$ cat config.mk
export PLATFORM = sky130hd
export DESIGN_NAME = dsst_ctrl
export DESIGN_NICKNAME = d
export VERILOG_FILES = /design/src/design/dsst_pkg.sv /design/src/design/dsst_ctrl.sv
export SDC_FILE = /design/constraint.sdc
export NUM_CORES = 1
export LEC_CHECK = 0
export BUFFER_PORTS_ARGS = -buffer_cell sky130_fd_sc_hd__buf_2
export CORE_MARGIN = 2
export CORE_UTILIZATION = 31
export DETAILED_ROUTE_END_ITERATION = 10
export PLACE_DENSITY = 0.59
export SLEW_MARGIN = 25
export SYNTH_ARGS = -nofsm -noshare
export SYNTH_HDL_FRONTEND = slang
export SYNTH_SLANG_ARGS = --single-unit
$ cat constraint.sdc
create_clock -name i_clk -period 2.1 [get_ports i_clk]
set_clock_uncertainty 0.05 [all_clocks]
set_input_delay 0.315 -clock i_clk [delete_from_list [all_inputs] [get_ports i_clk]]
set_output_delay 0.315 -clock i_clk [all_outputs]
set_load 0.02 [all_outputs]
$ cat src/design/dsst_pkg.sv
`timescale 1ns / 1ps
// ----------------------------------------------------------------------------
// Divisor-sum sieve table package
// Shared widths, datapath command codes and the status bundle that the
// controller and datapath exchange.
// ----------------------------------------------------------------------------
package dsst_pkg;

    localparam int TABLE_DEPTH = 16384;
    localparam int ADDR_W      = $clog2(TABLE_DEPTH);
    localparam int CNT_W       = ADDR_W + 1;
    localparam int LIMIT_W     = 14;
    localparam int SUM_W       = 17;
    localparam int LIMIT_RESET = 16383;
    localparam int DCNT_W      = $clog2(ADDR_W + 1);

    typedef enum logic [4:0] {
        CMD_NONE,
        CMD_ACCEPT,
        CMD_CLR,
        CMD_SV_INIT,
        CMD_SV_RD,
        CMD_SV_NEXT,
        CMD_SV_JINIT,
        CMD_SV_MARK,
        CMD_FL_INIT,
        CMD_FL_SMALL,
        CMD_FL_RD,
        CMD_FL_PRIME,
        CMD_FL_START,
        CMD_DIV_STEP,
        CMD_FL_MUL,
        CMD_FL_ACC,
        CMD_FL_RDS,
        CMD_FL_PROD,
        CMD_FL_WR,
        CMD_BUILD_END,
        CMD_Q_RD,
        CMD_Q_CHK,
        CMD_Q_FIN,
        CMD_Q_OOR
    } t_cmd;

    typedef struct packed {
        logic in_build;
        logic clr_last;
        logic sq_over;
        logic fac_zero;
        logic j_over;
        logic fill_over;
        logic i_small;
        logic div_done;
        logic rem_zero;
        logic q_oor;
        logic out_free;
    } t_status;

endpackage

$ cat src/design/dsst_ctrl.sv
`timescale 1ns / 1ps
// ----------------------------------------------------------------------------
// Divisor-sum sieve table controller
// Sequences table builds and queries by issuing one command per cycle.
// ----------------------------------------------------------------------------
module dsst_ctrl import dsst_pkg::*; (
    input  logic    i_clk,
    input  logic    i_rst_n,
    input  logic    i_in_valid,
    input  t_status i_status,
    output logic    o_in_stall,
    output t_cmd    o_cmd
);

    typedef enum logic [16:0] {
        ST_IDLE      = 17'h00001,
        ST_CLR       = 17'h00002,
        ST_SV_INIT   = 17'h00004,
        ST_SV_RD     = 17'h00008,
        ST_SV_TST    = 17'h00010,
        ST_SV_MARK   = 17'h00020,
        ST_FL_RD     = 17'h00040,
        ST_FL_TST    = 17'h00080,
        ST_FL_DIV    = 17'h00100,
        ST_FL_ACC    = 17'h00200,
        ST_FL_PRD    = 17'h00400,
        ST_FL_WR     = 17'h00800,
        ST_BUILD_END = 17'h01000,
        ST_Q_START   = 17'h02000,
        ST_Q_CHK     = 17'h04000,
        ST_Q_FIN     = 17'h08000,
        ST_Q_OOR     = 17'h10000
    } t_state;

    t_state r_state;
    t_state n_state;

    always_ff @(posedge i_clk) begin
        if (!i_rst_n) begin
            r_state <= ST_IDLE;
        end else begin
            r_state <= n_state;
        end
    end

    always_comb begin
        n_state = r_state;
        o_cmd   = CMD_NONE;
        unique case (r_state)
            ST_IDLE: begin
                if (i_in_valid) begin
                    o_cmd   = CMD_ACCEPT;
                    n_state = i_status.in_build ? ST_CLR : ST_Q_START;
                end
            end
            ST_CLR: begin
                o_cmd = CMD_CLR;
                if (i_status.clr_last) begin
                    n_state = ST_SV_INIT;
                end
            end
            ST_SV_INIT: begin
                o_cmd   = CMD_SV_INIT;
                n_state = ST_SV_RD;
            end
            ST_SV_RD: begin
                if (i_status.sq_over) begin
                    o_cmd   = CMD_FL_INIT;
                    n_state = ST_FL_RD;
                end else begin
                    o_cmd   = CMD_SV_RD;
                    n_state = ST_SV_TST;
                end
            end
            ST_SV_TST: begin
                if (i_status.fac_zero) begin
                    o_cmd   = CMD_SV_JINIT;
                    n_state = ST_SV_MARK;
                end else begin
                    o_cmd   = CMD_SV_NEXT;
                    n_state = ST_SV_RD;
                end
            end
            ST_SV_MARK: begin
                if (i_status.j_over) begin
                    o_cmd   = CMD_SV_NEXT;
                    n_state = ST_SV_RD;
                end else begin
                    o_cmd = CMD_SV_MARK;
                end
            end
            ST_FL_RD: begin
                if (i_status.fill_over) begin
                    n_state = ST_BUILD_END;
                end else if (i_status.i_small) begin
                    o_cmd = CMD_FL_SMALL;
                end else begin
                    o_cmd   = CMD_FL_RD;
                    n_state = ST_FL_TST;
                end
            end
            ST_FL_TST: begin
                if (i_status.fac_zero) begin
                    o_cmd   = CMD_FL_PRIME;
                    n_state = ST_FL_RD;
                end else begin
                    o_cmd   = CMD_FL_START;
                    n_state = ST_FL_DIV;
                end
            end
            ST_FL_DIV: begin
                if (!i_status.div_done) begin
                    o_cmd = CMD_DIV_STEP;
                end else if (i_status.rem_zero) begin
                    o_cmd   = CMD_FL_MUL;
                    n_state = ST_FL_ACC;
                end else begin
                    o_cmd   = CMD_FL_RDS;
                    n_state = ST_FL_PRD;
                end
            end
            ST_FL_ACC: begin
                o_cmd   = CMD_FL_ACC;
                n_state = ST_FL_DIV;
            end
            ST_FL_PRD: begin
                o_cmd   = CMD_FL_PROD;
                n_state = ST_FL_WR;
            end
            ST_FL_WR: begin
                o_cmd   = CMD_FL_WR;
                n_state = ST_FL_RD;
            end
            ST_BUILD_END: begin
                if (i_status.out_free) begin
                    o_cmd   = CMD_BUILD_END;
                    n_state = ST_IDLE;
                end
            end
            ST_Q_START: begin
                if (i_status.q_oor) begin
                    n_state = ST_Q_OOR;
                end else begin
                    o_cmd   = CMD_Q_RD;
                    n_state = ST_Q_CHK;
                end
            end
            ST_Q_CHK: begin
                o_cmd   = CMD_Q_CHK;
                n_state = ST_Q_FIN;
            end
            ST_Q_FIN: begin
                if (i_status.out_free) begin
                    o_cmd   = CMD_Q_FIN;
                    n_state = ST_IDLE;
                end
            end
            ST_Q_OOR: begin
                if (i_status.out_free) begin
                    o_cmd   = CMD_Q_OOR;
                    n_state = ST_IDLE;
                end
            end
            default: begin
                n_state = ST_IDLE;
            end
        endcase
    end

    assign o_in_stall = (r_state != ST_IDLE);

    // An accepted item always moves the controller out of idle.
    a_accept_leaves_idle: assert property (@(posedge i_clk) disable iff (!i_rst_n)
        (i_in_valid && r_state == ST_IDLE) |=> (r_state != ST_IDLE))
        else $error("accepted transfer did not start work");

    // The divider is stepped only while it still has bits to produce.
    a_div_step_busy: assert property (@(posedge i_clk) disable iff (!i_rst_n)
        (o_cmd == CMD_DIV_STEP) |-> !i_status.div_done)
        else $error("divider stepped after completion");

endmodule

==> flow_summary.toml <==
[finish]
seqCellArea_um2 = 369.1
synthToLayoutAreaGrowth_pct = 66.98
final_area_um2 = 2246
mostFrequentLayoutCell = "buf_4"
max_flop_register = "r_state"
most-common-layout-cells = "buf_4, buf_2, nand2_1"
n_antenna_cell = 0
fin_cells = 291
multi_input_area_um2 = 1152
fill_cells = 362
largest_reg_flops = 17
nNetsFinal = 256
drive_gt1_frac = 0.5519
reg.largest.list = "r_state x17"

[critical_path]
cpMaxStageDelayCell = "or4b_4"
crit_family = "simple AND/OR/NAND/NOR gates"
worst_setup_path_end_kind = "output pin"
worstPathArrival_ps = 2280
path_class = "reg -> out"
max_stage_delay_ps = 560
path_buf_inv = 1
critPathMaxFanout = 5
startpoint = "r_state[4]"
start_kind = "flip-flop"
worst_ep_required_time_ps = 1740
path_cells = "or4_1, nor2_1, and3_1, a221o_1, or4b_4, buf_6"
r2r-start = "r_state[1]"

[pwr]
ir_drop_v = 0.0003390
power.density_nw_per_um2 = 578.9
leakage_nw = 0.9886

[drt]
vias = 1655
wl_mm = 5.057
wl_per_cell_um = 17.38
first_iter_violations = 59
drt.antenna.violating_nets = 0
drt_first_pass_iters = 4
drc_errors = 0
vias_per_cell = 5.687

[floorplan]
dieArea_um2 = 4882
die_y_um = 69.87
placementRows = 23
core_um2 = 4086
io-pin-count = 20
die_w_um = 69.87
initial_core_util = 0.3291

[grt]
grt_pass1_vias = 1486
grt.total_usage = 0.1968
grt_pass1_wl_mm = 7.610
antenna_found_initial = 0
overflow = 0
grt_start_max_net_pins = 10

[timing]
setup_violations = 16
worst_pin_slew_ps = 566.8
max_freq_mhz = 378.2
hold_ws_ps = 166.8
slew_violations = 0
grt_setup_unrepaired = "yes"
max-slew-margin-rel = 0.6168
period_share = 1.259
finalCriticalPeriod_ps = 2644
final.setup.worst_slack_ps = -544.1
fin_setup_tns_ps = -3416
hold_viol = 0

[run]
maxCapViolCount = 0

[synth]
synthCells = 169
syn_area_per_cell_um2 = 7.959
syn-cell-area_um2 = 1345
ys_seq_area_frac = 0.2530
ys_seq_elements = 17
ys_types = 50
async_flop_share = 0
yosysWarnings = 0
synth_edf_count = 0
synth_ff_type = "dfxtp_1"
syn_nets = 183

[clocking]
clkTransAtPathRegs_ps = 80
cts_inserted_buffers = 3
cts_buffer_depth = 2
clk-insertion-delay-late_ps = 260
cts_sinks = 17
cts_hold_buf = 0
cts_root_buffer = "clkbuf_8"
htreeDepth = 1
cts_tree = "done"

[outcome]
status = "finished, violations left"
violations = "negative setup slack"

[hold_path]
hp-start = "i_status[10]"
hold_path.class = "in -> reg"

[place]
gp_congestion = 0.9293
dpl.cell_count = 274
hpwl_mm = 3.588
place_area_um2 = 1899
numPortBuffers = 19
worst paths after layout:
check                endpoint  depth (start not counted)  slack, ps
hold reg to reg   r_state[12]                          3        640
hold / removal    r_state[13]                          2        170
setup reg to reg  r_state[16]                          7       -110
setup / recovery     o_cmd[0]                          6       -540
synthesized netlist by cell type (all sizes together) (4+ instances only):
library cell	number	area share
dfxtp	17	0.25
inv	11	0.031
nand2	11	0.031
nor2	11	0.031
nor2b	9	0.042
nor3	9	0.033
nor4	8	0.078
or4	8	0.047
nand4	7	0.042
buf	5	0.023
a21oi	4	0.015
a22oi	4	0.022
a31oi	4	0.019
nand3	4	0.015
o21ai	4	0.015
or3	4	0.019
or4b	4	0.030
power breakdown:
| part | internal, W | switching (W) | total, W |
|---|---|---|---|
| clock | 0.000135 | 0.000134 | 0.000269 |
| sequential | 0.000333 | 0.0000211 | 0.000354 |
| combinational | 0.000361 | 0.000316 | 0.000677 |
layer usage:
metal	GRT usage	wire length, um
met1	0.2610	2197
met2	0.3280	2488
met3	0.02309	268
met4	0.07051	102
met5	0	0
worst reg2reg max path, cell delays in order (launching register included):
cell     delay (ps)
dfxtp_2         340
or4_4           510
buf_6           140
buf_4           160
or4_4           430
o32a_4          260
a31oi_4         140
o21a_1          120
kinds of logic after synthesis:
| group | after synthesis | share of synthesized area |
|---|---|---|
| DFF | 17 | 0.2530 |
| buffers and inverters | 19 | 0.06233 |
| and+or+nand+nor | 94 | 0.4688 |
| xor gates and xnor gates | 5 | 0.03256 |
| AOI/OAI and AO/OA | 34 | 0.1833 |
final cells by class:
cell class	count	area share
Multi-Input combinational cell	133	0.5131
Clock buffer	4	0.02006
Tap cell	50	0.02786
Sequential cell	17	0.1643
Inverter	11	0.01950
Timing Repair Buffer	76	0.2552
per-stage QoR:
| stage | util | power, W | worst slack, ps |
|---|---|---|---|
| 6_report | 0.5496 | 0.001300 | -544.1 |
| 5_1_grt | 0.5496 | 0.001348 | -582.0 |
| 4_1_cts | 0.5031 | 0.001135 | -502.5 |
| 3_5_place_dp | 0.4648 | 0.0008238 | -253.0 |
| 3_3_place_gp | 0.4648 | 0.0008262 | -258.0 |
| 2_1_floorplan | - | 0.0006274 | -32.86 |
repair_timing:
action,4_1_cts,5_1_grt
setup endpoints to repair,16,19
hold endpoints to repair,0,0
pin swaps,14,16
buffers inserted,2,12
gates resized for setup,23,28
(Power assumes the default switching activity.)
